**src/sv/bsfr_pkg.sv**
```systemverilog
`timescale 1ns / 1ps
// Shared constants and types for the byte-stuffed frame receiver.
// No dependencies.
package bsfr_pkg;

   localparam int unsigned LenWidth   = 24;
   localparam int unsigned CountWidth = LenWidth + 1;

   localparam logic [7:0] FlagByte   = 8'h7E;
   localparam logic [7:0] EscByte    = 8'h7D;
   localparam logic [7:0] EscFlagSeq = 8'h5E;
   localparam logic [7:0] EscEscSeq  = 8'h5D;

   localparam logic [LenWidth-1:0] MaxLenReset = LenWidth'(1024 * 1024 * 10);

   typedef struct packed {
      logic [7:0] data_byte;
      logic       has_byte;
      logic       last;
      logic       aborted;
      logic       corrupted;
   } rsp_item_type;

endpackage

```
**src/sv/bsfr_if.sv**
```systemverilog
`timescale 1ns / 1ps
// Valid/ready channel interfaces for the receiver's input and result items.
// Depends on nothing.
interface bsfr_req_if;
   logic       valid;
   logic       ready;
   logic [7:0] rx_byte;

   modport source (output valid, output rx_byte, input ready);
   modport sink (input valid, input rx_byte, output ready);
endinterface

interface bsfr_rsp_if;
   logic       valid;
   logic       ready;
   logic [7:0] data_byte;
   logic       has_byte;
   logic       last;
   logic       aborted;
   logic       corrupted;

   modport source (output valid, output data_byte, output has_byte, output last,
                   output aborted, output corrupted, input ready);
   modport sink (input valid, input data_byte, input has_byte, input last,
                 input aborted, input corrupted, output ready);
endinterface

```
**src/sv/bsfr_decode.sv**
```systemverilog
`timescale 1ns / 1ps
// Per-item de-stuffing, frame state and one-byte hold.
// Depends on bsfr_pkg.
module bsfr_decode (
   input  logic                           clock,
   input  logic                           reset,
   input  logic                           accept,
   input  logic [7:0]                     rx_byte,
   input  logic [bsfr_pkg::LenWidth-1:0]  max_len,
   output logic                           push,
   output bsfr_pkg::rsp_item_type         result
);

   logic [7:0]                        held_byte_ff, held_byte_in;
   logic                              held_valid_ff, held_valid_in;
   logic                              esc_pend_ff, esc_pend_in;
   logic [bsfr_pkg::CountWidth-1:0]   raw_count_ff, raw_count_in;
   logic                              corrupt_ff, corrupt_in;

   logic [bsfr_pkg::CountWidth-1:0]   count_inc;
   logic [7:0]                        decoded;
   logic                              have_decoded;

   assign count_inc = raw_count_ff + bsfr_pkg::CountWidth'(1);

   always_comb begin
      held_byte_in  = held_byte_ff;
      held_valid_in = held_valid_ff;
      esc_pend_in   = esc_pend_ff;
      raw_count_in  = raw_count_ff;
      corrupt_in    = corrupt_ff;
      push          = 1'b0;
      result        = '0;
      decoded       = rx_byte;
      have_decoded  = 1'b0;

      if (accept) begin
         if (rx_byte == bsfr_pkg::FlagByte) begin
            if (raw_count_ff != '0) begin
               push             = 1'b1;
               result.data_byte = held_valid_ff ? held_byte_ff : 8'h00;
               result.has_byte  = held_valid_ff;
               result.last      = 1'b1;
               result.corrupted = corrupt_ff;
               held_valid_in    = 1'b0;
               esc_pend_in      = 1'b0;
               raw_count_in     = '0;
               corrupt_in       = 1'b0;
            end
         end else if (count_inc > {1'b0, max_len}) begin
            push           = 1'b1;
            result.last    = 1'b1;
            result.aborted = 1'b1;
            held_valid_in  = 1'b0;
            esc_pend_in    = 1'b0;
            raw_count_in   = '0;
            corrupt_in     = 1'b0;
         end else begin
            raw_count_in = count_inc;
            if (esc_pend_ff) begin
               esc_pend_in = 1'b0;
               case (rx_byte)
                  bsfr_pkg::EscFlagSeq: begin
                     decoded      = bsfr_pkg::FlagByte;
                     have_decoded = 1'b1;
                  end
                  bsfr_pkg::EscEscSeq: begin
                     decoded      = bsfr_pkg::EscByte;
                     have_decoded = 1'b1;
                  end
                  default: corrupt_in = 1'b1;
               endcase
            end else if (rx_byte == bsfr_pkg::EscByte) begin
               esc_pend_in = 1'b1;
            end else begin
               have_decoded = 1'b1;
            end

            if (have_decoded) begin
               if (held_valid_ff) begin
                  push             = 1'b1;
                  result.data_byte = held_byte_ff;
                  result.has_byte  = 1'b1;
               end
               held_byte_in  = decoded;
               held_valid_in = 1'b1;
            end
         end
      end
   end

   always_ff @(posedge clock) begin
      held_byte_ff <= held_byte_in;
      if (reset) begin
         held_valid_ff <= 1'b0;
         esc_pend_ff   <= 1'b0;
         raw_count_ff  <= '0;
         corrupt_ff    <= 1'b0;
      end else begin
         held_valid_ff <= held_valid_in;
         esc_pend_ff   <= esc_pend_in;
         raw_count_ff  <= raw_count_in;
         corrupt_ff    <= corrupt_in;
      end
   end

endmodule

```
**src/sv/bsfr_out_buf.sv**
```systemverilog
`timescale 1ns / 1ps
// Result register with a skid entry; ready toward the decoder is registered.
// Depends on bsfr_pkg.
module bsfr_out_buf (
   input  logic                    clock,
   input  logic                    reset,
   input  logic                    push,
   input  bsfr_pkg::rsp_item_type  push_item,
   output logic                    push_ready,
   output logic                    out_valid,
   input  logic                    out_ready,
   output bsfr_pkg::rsp_item_type  out_item
);

   bsfr_pkg::rsp_item_type main_ff, main_in;
   bsfr_pkg::rsp_item_type skid_ff, skid_in;
   logic                   main_vld_ff, main_vld_in;
   logic                   skid_vld_ff, skid_vld_in;
   logic                   pop;

   assign pop        = main_vld_ff & out_ready;
   assign push_ready = ~skid_vld_ff;
   assign out_valid  = main_vld_ff;
   assign out_item   = main_ff;

   always_comb begin
      main_in     = main_ff;
      skid_in     = skid_ff;
      main_vld_in = main_vld_ff;
      skid_vld_in = skid_vld_ff;
      if (skid_vld_ff) begin
         if (pop) begin
            main_in     = skid_ff;
            skid_vld_in = 1'b0;
         end
      end else if (push) begin
         if (!main_vld_ff || pop) begin
            main_in     = push_item;
            main_vld_in = 1'b1;
         end else begin
            skid_in     = push_item;
            skid_vld_in = 1'b1;
         end
      end else if (pop) begin
         main_vld_in = 1'b0;
      end
   end

   always_ff @(posedge clock) begin
      main_ff <= main_in;
      skid_ff <= skid_in;
      if (reset) begin
         main_vld_ff <= 1'b0;
         skid_vld_ff <= 1'b0;
      end else begin
         main_vld_ff <= main_vld_in;
         skid_vld_ff <= skid_vld_in;
      end
   end

endmodule

```
**src/sv/byte_stuffed_frame_receiver_core.sv**
```systemverilog
`timescale 1ns / 1ps
// Top level of the byte-stuffed frame receiver.
// Depends on bsfr_pkg, bsfr_if, bsfr_decode and bsfr_out_buf.

// Takes one raw byte per item and removes HDLC-style byte stuffing: 0x7E
// delimits frames, 0x7D 0x5E gives 0x7E, 0x7D 0x5D gives 0x7D, and any other
// escaped byte is dropped and flags the frame corrupted. Each decoded byte is
// held until the next one arrives, so the closing flag delivers the final
// byte with last set; a frame that decodes to nothing yields a bare last
// item. A frame longer than csr_write_data bytes (raw, escapes counted) ends
// in a last+aborted item and collection restarts. An item is taken every
// cycle: decode and state update finish in the accept cycle and the result
// lands in a two-entry output register, so req_bus.ready falls only after
// two results are waiting on a stalled rsp_bus. The length register resets
// to 10485760; user must write it only while the block is idle (unenforced).
module byte_stuffed_frame_receiver_core (
   input  logic                          clock,
   input  logic                          reset,
   bsfr_req_if.sink                      req_bus,
   bsfr_rsp_if.source                    rsp_bus,
   input  logic                          csr_write_enable,
   input  logic [bsfr_pkg::LenWidth-1:0] csr_write_data
);

   logic [bsfr_pkg::LenWidth-1:0] max_len_ff;
   logic                          accept;
   logic                          push;
   logic                          push_ready;
   bsfr_pkg::rsp_item_type        push_item;
   bsfr_pkg::rsp_item_type        out_item;

   always_ff @(posedge clock) begin
      if (reset) begin
         max_len_ff <= bsfr_pkg::MaxLenReset;
      end else if (csr_write_enable) begin
         max_len_ff <= csr_write_data;
      end
   end

   assign req_bus.ready = push_ready;
   assign accept        = req_bus.valid & push_ready;

   bsfr_decode u_decode (
      .clock   (clock),
      .reset   (reset),
      .accept  (accept),
      .rx_byte (req_bus.rx_byte),
      .max_len (max_len_ff),
      .push    (push),
      .result  (push_item)
   );

   bsfr_out_buf u_out_buf (
      .clock      (clock),
      .reset      (reset),
      .push       (push),
      .push_item  (push_item),
      .push_ready (push_ready),
      .out_valid  (rsp_bus.valid),
      .out_ready  (rsp_bus.ready),
      .out_item   (out_item)
   );

   assign rsp_bus.data_byte = out_item.data_byte;
   assign rsp_bus.has_byte  = out_item.has_byte;
   assign rsp_bus.last      = out_item.last;
   assign rsp_bus.aborted   = out_item.aborted;
   assign rsp_bus.corrupted = out_item.corrupted;

`ifndef SYNTHESIS
   a_reset_empty: assert property (@(posedge clock) reset |=> !rsp_bus.valid)
      else $error("result pending right after reset");

   a_stall_full: assert property (@(posedge clock) disable iff (reset)
      !req_bus.ready |-> rsp_bus.valid)
      else $error("input stalled with no result waiting");

   a_abort_shape: assert property (@(posedge clock) disable iff (reset)
      rsp_bus.valid && rsp_bus.aborted |->
         rsp_bus.last && !rsp_bus.has_byte && !rsp_bus.corrupted)
      else $error("malformed abort item");

   a_corrupt_last: assert property (@(posedge clock) disable iff (reset)
      rsp_bus.valid && rsp_bus.corrupted |-> rsp_bus.last)
      else $error("corrupted flag outside frame end");
`endif

endmodule

```
**src/flat_wrapper.sv**
```systemverilog
// flat-port wrapper written by rule: the top's interface ports become plain ports
module byte_stuffed_frame_receiver_core_flat 
  (clock, reset, csr_write_enable, csr_write_data, req_bus_valid, req_bus_rx_byte, req_bus_ready, rsp_bus_valid, rsp_bus_data_byte, rsp_bus_has_byte, rsp_bus_last, rsp_bus_aborted, rsp_bus_corrupted, rsp_bus_ready);
  bsfr_req_if req_bus_i ();
  bsfr_rsp_if rsp_bus_i ();
  input  logic clock;
  input  logic reset;
  input  logic csr_write_enable;
  input  logic [bsfr_pkg::LenWidth-1:0] csr_write_data;
  input wire logic [$bits(req_bus_i.valid)-1:0] req_bus_valid;
  input wire logic [$bits(req_bus_i.rx_byte)-1:0] req_bus_rx_byte;
  output wire logic [$bits(req_bus_i.ready)-1:0] req_bus_ready;
  output wire logic [$bits(rsp_bus_i.valid)-1:0] rsp_bus_valid;
  output wire logic [$bits(rsp_bus_i.data_byte)-1:0] rsp_bus_data_byte;
  output wire logic [$bits(rsp_bus_i.has_byte)-1:0] rsp_bus_has_byte;
  output wire logic [$bits(rsp_bus_i.last)-1:0] rsp_bus_last;
  output wire logic [$bits(rsp_bus_i.aborted)-1:0] rsp_bus_aborted;
  output wire logic [$bits(rsp_bus_i.corrupted)-1:0] rsp_bus_corrupted;
  input wire logic [$bits(rsp_bus_i.ready)-1:0] rsp_bus_ready;
  assign req_bus_i.valid = req_bus_valid;
  assign req_bus_i.rx_byte = req_bus_rx_byte;
  assign req_bus_ready = req_bus_i.ready;
  assign rsp_bus_valid = rsp_bus_i.valid;
  assign rsp_bus_data_byte = rsp_bus_i.data_byte;
  assign rsp_bus_has_byte = rsp_bus_i.has_byte;
  assign rsp_bus_last = rsp_bus_i.last;
  assign rsp_bus_aborted = rsp_bus_i.aborted;
  assign rsp_bus_corrupted = rsp_bus_i.corrupted;
  assign rsp_bus_i.ready = rsp_bus_ready;
  byte_stuffed_frame_receiver_core u_core (.clock(clock), .reset(reset), .req_bus(req_bus_i), .rsp_bus(rsp_bus_i), .csr_write_enable(csr_write_enable), .csr_write_data(csr_write_data));
endmodule
```
**config.mk**
```make
export PLATFORM = sky130hd
export DESIGN_NAME = byte_stuffed_frame_receiver_core_flat
export DESIGN_NICKNAME = d
export VERILOG_FILES = /design/src/sv/bsfr_pkg.sv /design/src/sv/bsfr_if.sv /design/src/sv/bsfr_decode.sv /design/src/sv/bsfr_out_buf.sv /design/src/sv/byte_stuffed_frame_receiver_core.sv /design/src/flat_wrapper.sv
export SDC_FILE = /design/constraint.sdc
export NUM_CORES = 1
export LEC_CHECK = 0
export BUFFER_PORTS_ARGS = -buffer_cell sky130_fd_sc_hd__buf_2
export CAP_MARGIN = 20
export CORE_MARGIN = 5
export CORE_UTILIZATION = 59
export CTS_CLUSTER_DIAMETER = 60
export DETAILED_ROUTE_END_ITERATION = 7
export GPL_TIMING_DRIVEN = 0
export PLACE_DENSITY = 0.8
export SLEW_MARGIN = 5
export SYNTH_ARGS = -nofsm -noshare
export SYNTH_HDL_FRONTEND = slang
export SYNTH_HIERARCHICAL = 1
export SYNTH_SLANG_ARGS = --single-unit
```
**constraint.sdc**
```tcl
create_clock -name clock -period 4.5 [get_ports clock]
set_input_delay 0.9 -clock clock [delete_from_list [all_inputs] [get_ports clock]]
set_output_delay 0.9 -clock clock [all_outputs]
set_load 0.01 [all_outputs]
```
Word-level counts from Yosys, hierarchy flattened
Cells that the tools add are included.
- bits in registers: 86
- word-level logic and storage cells: 101
- add/sub/neg operators: 1
- $lt $le $gt $ge: 1
- eq/ne operators: 8
- multiplexer cells: 51
- bitwise logic cells: 6
- reduce and logical (&&, ||, !) cells: 16
- operators with widths (operator ; count):
    $mux 25 ; 3
    $mux 12 ; 5
    $mux 1 ; 34
    $eq 8x7->1 const B ; 4
    $mux 9 ; 3
    $add 25x1->25 const B ; 1
    $gt 25x24->1 ; 1
    $reduce_bool 25->1 ; 1
    $mux 10 ; 2
    $mux 8 ; 2
    $pmux 8 s2 ; 1
    $reduce_and 3->1 ; 4
    $reduce_and 4->1 ; 2
    $reduce_bool 2->1 ; 3
    $reduce_bool 3->1 ; 2
    $ne 2x1->1 const B ; 2
    $not 1->1 ; 4
    $ne 3x1->1 const B ; 1
    $and 1x1->1 ; 2
    $mux 2 ; 1
    $ne 2x2->1 const B ; 1
    $reduce_and 2->1 ; 1
    $reduce_or 2->1 ; 1
    $logic_not 1->1 ; 1
    $logic_or 1x1->1 ; 1

Depth between registers and ports, before layout
Gate-level depths: netlist of the first run.
- depth in word-level cells: 14
- depth in mapped cells: 15
- mapped depth without buffers: 15

Hierarchy
Netlist of the first run, hierarchy kept.
- modules (own cells, without submodules) (module ; times used ; cells each ; area each (um^2) ; seq. area each (um^2)):
    bsfr_decode ; 1 ; 351 ; 2925.3 ; 800.8
    bsfr_out_buf ; 1 ; 51 ; 1032.2 ; 760.7
    byte_stuffed_frame_receiver_core ; 1 ; 78 ; 879.6 ; 480.5

Worst setup path before layout of the first run
Ideal clock, no wire load.
- path kind: reg-to-reg
- start point: reg u_core/u_decode/raw_count_ff[6] in the netlist's numbering
- end point: reg u_core.u_out_buf.main_ff (netlist bit u_core/u_out_buf/out_item[0]), enable pin
- arrival time: 3764 ps
- required time: 4115 ps
- setup slack: 351 ps
- stages on the path, launching flop included: 15
- clock period less this slack: 4149 ps
- cell sequence: dfxtp_1 buf_2 nand2_1 or4_1 nor2_1 xor2_1 ha_1 nand4_1 nor4_1 o31ai_1 a31o_2 and2_1 a31oi_1 mux2i_1 a21oi_1
- word-level cells in the longest chain between the ends: 7
- elaborated cells on any way between the ends: 9
- those cells by class: add/sub (1); order compare (1); mux (4); reduce/logical (3)
- RTL lines (element ; line ; text):
    start: declaration ; bsfr_decode.sv:17 ; logic [bsfr_pkg::CountWidth-1:0] raw_count_ff, raw_count_in;
    start signal: assignment ; bsfr_decode.sv:102 ; raw_count_ff <= raw_count_in;
    $add 25x1->25 ; bsfr_decode.sv:24 ; assign count_inc = raw_count_ff + bsfr_pkg::CountWidth'(1);
    $gt 25x24->1 ; bsfr_decode.sv:50 ; end else if (count_inc > {1'b0, max_len}) begin
    $mux 1 ; bsfr_decode.sv:50 ;
    $mux 1 (*) ; bsfr_decode.sv:38 ; if (rx_byte == bsfr_pkg::FlagByte) begin
    $mux 1 (*) ; bsfr_decode.sv:37 ; if (accept) begin
    via u_core.push ; byte_stuffed_frame_receiver_core.sv:27 ; logic push;
    $reduce_bool 2->1 (no source line) (*) ; -- ;
    $reduce_and 3->1 (no source line) (*) ; -- ;
    end signal: assignment ; bsfr_out_buf.sv:50 ; main_ff <= main_in;
    end: declaration ; bsfr_out_buf.sv:15 ; bsfr_pkg::rsp_item_type main_ff, main_in;
Mark *: on every way through the listed nets, which the timed path passes. The rest lies on a longest branch.
A chain may end at the register's enable or synchronous reset.

Final worst setup path of the first run
- start point: reg u_core/u_decode/raw_count_ff[0] in the netlist's numbering
- end point: reg u_core.u_out_buf.main_ff (netlist bit u_core/u_out_buf/out_item[5]), enable pin
Same word-level chain as after synthesis.

==> impl_results.md, run 1 <==
- Syn_nets: about 540
- CTS buffer count: 9
- Fillers: between 600 and 700
- M1 GR Usage: 0.2620
- H-tree Lvls: 3
- Pre-antenna DRT Iters: 5
- Drt drc: 0
- Synth Register Bits: 86
- Seq/Total Area, Yosys: 0.4221
- Tmin final: about 4.2 ns
- PD cells: approximately 280 nW/um^2
- Wirelength per Cell: around 15 um
- Worst VDD drop: approximately 0.23 mV
- CP arrival: approximately 4.3 ns
- WHS: approximately 0.5 ns
- Status: completed
- Gr usage total: 0.2015
- CP Launch Point: u_core/u_decode/raw_count_ff[0]$_SDFFE_PP0P_
- Grt met3 use: 0.04360
- Synthesis-to-finish area growth: 13.11%
- Final Total Pwr: around 1500 uW
- CP Capture Type: flop
- Clock sink count: 86
- CTS Buffer Depth: 2
- Post-synth EDFFs: 32
- Clk slew on worst S/H paths: around 0.09 ns
- Initial Util: 0.5977
- Async SR Flop Fraction: 0
- GR Overflow Total: 0
- Util after Layout: 0.6761
- Die W: about 100 um
- Final Setup Violations: 0
- Vias in the first global route: 3523
- Unrepaired setup endpoints after global routing: false
- Reg2Reg Depth: 14
- I/O Buffers: 49
- Most frequent cells in the layout: 54 x dfxtp_1, 53 x buf_2, 45 x nor2_1
- Share of post-route cells with drive strength above 1: 0.2271
- Initial antenna violation count: 0
- WP data required: 4.58 ns
- Io pins: 51
- Hold Path Class: reg -> reg
- Via count: 3650
- CP max FO: 12
- Mapped Avg Cell Area: just over 10 um^2
- Post-Route Skew: around 0.014 ns
- Clk_lat worst skew: between 0.3 and 0.4 ns
- Fin. Hold Viols: 0
- Synth unique cells: 57
- P_leak: around 0.0022 uW
- Commonest non-fill, non-tap cell in the layout: dfxtp_1
- NumNets Final: 604
- First-pass GRT wire length: about 16000 um
- Max-slew violations: 0
- R2r startpoint: u_core/u_decode/raw_count_ff[0]$_SDFFE_PP0P_
- Max_cap viols: 0
- F_max: 238.3 MHz
- Place WS: -0.6568 ns
- Slew @ Worst Pin: 0.8087 ns
- CP endpoint: u_core/u_out_buf/out_item[5]$_DFFE_PP_
- Full die area: 10110 um^2
- Vias per cell: between 5 and 6
- Core area: between 8000 and 9000 um^2
- Post-Route WL: around 9600 um
- Slew headroom: 0.4540
- Rows: 33
- Setup crit start kind: flop
- Clock root cell: clkbuf_8
- Final Cycle Share: 0.9327
- Cell Area, Synth: ~4800 um^2
- Final Worst Setup Slack: just over 0.3 ns
- Ys flop type: dfxtp_1
- Iteration-0 DRC Markers: slightly below 200
- Post-route ant nets: 0
- Worst flop-to-flop path endpoint: u_core/u_out_buf/out_item[5]$_DFFE_PP_
- R2R Setup Slk: between 0.3 and 0.4 ns
- Setup CP Type: reg -> reg
- Post-DP HPWL: roughly 7400 um
- GRT busiest layer: met2
- Largest net degree at the start of global routing: 18
- Ant diodes: 0
- Synth Warn #: 6
- Die Y: 100.5 um
- Mapped Cells: 480
- Met2 Resource Use GR: 0.3384
- CTS tree: yes
- Placer Congestion: 0.8951
where the power goes:
part           switching, uW  leakage [uW]  internal, uW
sequential              13.5      0.000731           832
combinational           88.6       0.00142          70.9
clock                    302     0.0000943           214
total                    404       0.00225          1120
logic make-up (layout without fill, tap and decap cells):
family                     Yosys count  in the layout  share of synthesized area
and+or+nand+nor                    171            171                     0.2025
DFF                                 86             86                     0.4221
buffers and inverters               65            131                    0.06803
AOI/OAI and AO/OA                   58             58                    0.08847
xor gates and xnor gates            39             39                    0.07062
muxes                               35             35                    0.08096
adders and majority gates           26             26                    0.06725
state kept, by name, indices dropped and copies added, names as in the netlist:
name,flops
u_core/max_len_ff,24
u_core/u_decode/corrupt_ff,1
u_core/u_decode/esc_pend_ff,1
u_core/u_decode/held_byte_ff,8
u_core/u_decode/held_valid_ff,1
u_core/u_decode/raw_count_ff,25
u_core/u_out_buf/out_item,12
u_core/u_out_buf/out_valid,1
u_core/u_out_buf/skid_ff,12
u_core/u_out_buf/skid_vld_ff,1
cell usage after synthesis (all sizes together), types with 12 or more instances:
| master | number | share of area |
|---|---|---|
| nor2 | 45 | 0.035 |
| mux2 | 12 | 0.033 |
| dfxtp | 54 | 0.22 |
| nand4 | 13 | 0.018 |
| mux2i | 23 | 0.048 |
| xnor2 | 21 | 0.038 |
| edfxtp | 32 | 0.20 |
| nand2 | 28 | 0.022 |
| inv | 36 | 0.028 |
| clkbuf | 18 | 0.014 |
| xor2 | 18 | 0.033 |
| nand3 | 14 | 0.014 |
| ha | 26 | 0.067 |
| nor3 | 29 | 0.050 |
through the flow:
step / area (um^2) / cells / TNS, ns
floorplan: 4837 / 480 / 0
global placement: 5214 / 634 / -7.448
detailed placement: 5214 / 634 / -11.14
CTS: 5430 / 650 / 0
global route: 5472 / 651 / 0
finish: 5472 / 651 / 0
per-layer routing:
metal  part of all wire  up-vias
li1                   -     1830
met5                  0        -
met3              0.047       13
met1               0.45     1721
met4              0.011        0
met2               0.50       86
final cells by class:
cell class	count	area (um^2)	share of cell area
Multi-Input combinational cell	329	2515	0.4596
Sequential cell	86	2042	0.3732
Tap cell	105	131.4	0.02401
Timing Repair Buffer	50	265.3	0.04848
Clock buffer	9	123.9	0.02264
Buffer	29	193.9	0.03544
Clock inverter	7	65.06	0.01189
Inverter	36	135.1	0.02470
worst min path at each step:
stage	endpoint	cells past startpoint	from	slack [ns]
floorplan	u_core/u_decode/raw_count_ff[24]$_SDFFE_PP0P_	2	u_core/u_decode/raw_count_ff[24]$_SDFFE_PP0P_	0.45
global placement	u_core/u_decode/raw_count_ff[24]$_SDFFE_PP0P_	2	u_core/u_decode/raw_count_ff[24]$_SDFFE_PP0P_	0.47
detailed placement	u_core/max_len_ff[5]$_SDFFE_PP0P_	2	u_core/max_len_ff[5]$_SDFFE_PP0P_	0.48
CTS	u_core/max_len_ff[5]$_SDFFE_PP0P_	2	u_core/max_len_ff[5]$_SDFFE_PP0P_	0.51
global route	u_core/max_len_ff[22]$_SDFFE_PP0P_	2	u_core/max_len_ff[22]$_SDFFE_PP0P_	0.54
finish	u_core/max_len_ff[8]$_SDFFE_PP0P_	2	u_core/max_len_ff[8]$_SDFFE_PP0P_	0.50
worst max-delay path, stage by stage, from the launching register on:
cell     delay (ns)
dfxtp_1        0.50
ha_1           0.32
nand3_1        0.28
nor3_1         0.33
xor2_1         0.11
ha_1           0.33
nand4_1        0.18
nor4_4         0.39
o31ai_1        0.15
a31o_2         0.32
and2_1         0.21
a31oi_2        0.29
mux2i_1        0.17
a21oi_4        0.17
buf_12         0.15
timing repair:
action                                  CTS  global route
setup buffers                             0             1
endpoints found under the setup margin   24            33
resized for setup                         5             4
pin swaps                                 0             1
hold buffers                              0             0
Note: power is estimated with default switching activity, not from simulation.
==> run 2, diff against run 1 <==
--- a/config.mk
+++ b/config.mk
@@ -11,8 +11,9 @@
 export CORE_UTILIZATION = 59
 export CTS_CLUSTER_DIAMETER = 60
 export DETAILED_ROUTE_END_ITERATION = 7
+export GPL_ROUTABILITY_DRIVEN = 0
 export GPL_TIMING_DRIVEN = 0
-export PLACE_DENSITY = 0.8
+export PLACE_DENSITY = 0.78
 export SLEW_MARGIN = 5
 export SYNTH_ARGS = -nofsm -noshare
 export SYNTH_HDL_FRONTEND = slang
==> impl_results.md, run 2 (synthesis results as in run 1) <==
- Status: completed
- Final Setup Violations: 0 (unchanged)
- Vias in the first global route: 3681 (+4.5%)
- WHS: 0.5007 ns (+0.00006700 ns)
- Tmin final: 4.215 ns (+0.01819 ns)
- Clk slew on worst S/H paths: 0.10 ns (about the same)
- Pre-antenna DRT Iters: 4 (-1)
- Post-DP HPWL: 7669 um (+3.6%)
- Slowest CP cell: dfxtp_1
- Initial Util: 0.5977 (unchanged)
- Hold Path Class: reg -> reg
- Ant diodes: 0 (unchanged)
- Share of post-route cells with drive strength above 1: 0.2326 (+0.005495)
- CTS Buffer Depth: 2 (unchanged)
- H-tree Lvls: 3 (unchanged)
- CP arrival: 4.35 ns (+0.07 ns)
- Setup CP Type: reg -> reg
- Grt met3 use: 0.05052 (+0.006920)
- Post-Route WL: 10140 um (+5.2%)
- Io pins: 51 (unchanged)
- F_max: 237.2 MHz (-0.43%)
- First-pass GRT wire length: 17060 um (+5.0%)
- Worst VDD drop: 0.1553 mV (-32%)
- Largest regs: u_core/u_decode/raw_count_ff: 25 flops, u_core/max_len_ff: 24 flops
- Final Cycle Share: 0.9367 (+0.004041)
- GRT busiest layer: met2
- Max-slew violations: 0 (unchanged)
- Biggest register: u_core/u_decode/raw_count_ff
- CTS tree: yes
- NumNets Final: 604 (unchanged)
- Gr usage total: 0.2130 (+0.01154)
- Full die area: 10110 um^2 (unchanged)
- Multi-input gate area: 2534 um^2 (+0.75%)
- Die W: 100.5 um (unchanged)
- Flip-flop and latch area: 2043 um^2 (about the same)
- Fillers: 640 (-1.5%)
- Wirelength per Cell: 15.57 um (+5.2%)
- Fin. Hold Viols: 0 (unchanged)
- Slew @ Worst Pin: 0.7841 ns (-0.02465 ns)
- P_leak: 0.002271 uW (+0.99%)
- GR Overflow Total: 0 (unchanged)
- Design Area, Final: 5495 um^2 (+0.43%)
- I/O Buffers: 49 (unchanged)
- Clk_lat worst skew: 0.36 ns (about the same)
- Worst path top cell family by delay: simple AND/OR/NAND/NOR gates
- Drt drc: 0 (unchanged)
- Post-route ant nets: 0 (unchanged)
- Dpl cell area: 5214 um^2 (unchanged)
- CTS buffer count: 9 (unchanged)
- Clock root cell: clkbuf_8
- Max_cap viols: 0 (unchanged)
- Slew headroom: 0.4706 (+0.01664)
- Iteration-0 DRC Markers: 247 (+24%)
- WP data required: 4.64 ns (+0.06 ns)
- Vias per cell: 5.637 (+0.55%)
- Clock sink count: 86 (unchanged)
- Post-Route Skew: 0.01295 ns (-0.0006042 ns)
- Final Total Pwr: 1541 uW (+1.3%)
- Slowest cell delay on critical path: 0.48 ns (-0.02 ns)
- Initial antenna violation count: 0 (unchanged)
- Largest net degree at the start of global routing: 19 (+1)
- CP Buf/Inv Count: 1 (unchanged)
- Die Y: 100.5 um (unchanged)
- Core area: 8093 um^2 (unchanged)
- PD cells: 280.5 nW/um^2 (+0.87%)
- Via count: 3670 (+0.55%)
- Cells along the critical path: nand4_1, nor4_4, nand2_1, nor2_1, xor2_1, ha_1, a21o_1, a21oi_1, o221ai_1, a211oi_4, and2_1, a31oi_2, mux2i_1, a21oi_4, buf_12
- CP max FO: 11 (-1)
- Met2 Resource Use GR: 0.3552 (+0.01682)
- Max reg flops: 25 (unchanged)
- Setup crit start kind: flop
- M1 GR Usage: 0.2710 (+0.008950)
- Rows: 33 (unchanged)
- Synthesis-to-finish area growth: 13.61%
- CP Capture Type: flop
- Most frequent cells in the layout: 53 x buf_2, 53 x dfxtp_1, 45 x nor2_1
## run 2: what timing repair did
action	4_1_cts	5_1_grt
resized for setup	4	9
gates cloned	0	0
hold buffers	0	0
pin swaps	0	3
endpoints found under the setup margin	24	42
buffers inserted	0	1
## run 2: through the flow
step / cells / setup TNS [ns] / setup slack [ns] / utilization
final: 651 / 0 / 0.2849 / 0.6790
after detailed placement: 634 / -9.438 / -0.5930 / 0.6442
after floorplan: 480 / 0 / 0.3511 / -
after global routing: 651 / -0.1367 / -0.01879 / 0.6790
after global placement: 634 / -7.292 / -0.4925 / 0.6442
after CTS: 650 / 0 / 0.03946 / 0.6704
## run 2: path summary, 6_finish.rpt
path / from / endpoint / slack (ns) / depth (start not counted)
max: u_core/u_decode/raw_count_ff[7]$_SDFFE_PP0P_ / u_core/u_out_buf/out_item[11]$_DFFE_PP_ / 0.28 / 15
min reg2reg: u_core/u_decode/raw_count_ff[24]$_SDFFE_PP0P_ / u_core/u_decode/raw_count_ff[24]$_SDFFE_PP0P_ / 0.50 / 2
max reg2reg: u_core/u_decode/raw_count_ff[7]$_SDFFE_PP0P_ / u_core/u_out_buf/out_item[11]$_DFFE_PP_ / 0.28 / 15
min: u_core/u_decode/raw_count_ff[24]$_SDFFE_PP0P_ / u_core/u_decode/raw_count_ff[24]$_SDFFE_PP0P_ / 0.50 / 2
## run 2: cell type report
cell class,count,share of cell area
inverter,36,0.02459
clock buffer,9,0.02254
tap,105,0.02391
multi-input combinational,329,0.4611
buffer,29,0.03529
timing repair buffer,50,0.04827
clock inverter,7,0.01252
sequential,86,0.3718
## run 2: per-layer routing
metal | up-vias | share of wire | routed length [um]
met2 | 89 | 0.50 | 5063
met3 | 19 | 0.050 | 502
met5 | - | 0 | 0
met4 | 0 | 0.020 | 199
li1 | 1823 | - | -
met1 | 1739 | 0.43 | 4374
## run 2: power breakdown
group	switching, uW	internal [uW]	total (uW)
Combinational	90.8	71.1	162
Sequential	13.7	833	846
Clock	315	218	533
Total	420	1120	1540
## run 2: worst reg2reg max path: stages, from the launching register on
cell	delay, ns
dfxtp_1	0.48
nand4_1	0.28
nor4_4	0.48
nand2_1	0.23
nor2_1	0.19
xor2_1	0.20
ha_1	0.29
a21o_1	0.16
a21oi_1	0.14
o221ai_1	0.17
a211oi_4	0.42
and2_1	0.25
a31oi_2	0.15
mux2i_1	0.32
a21oi_4	0.07
buf_12	0.16
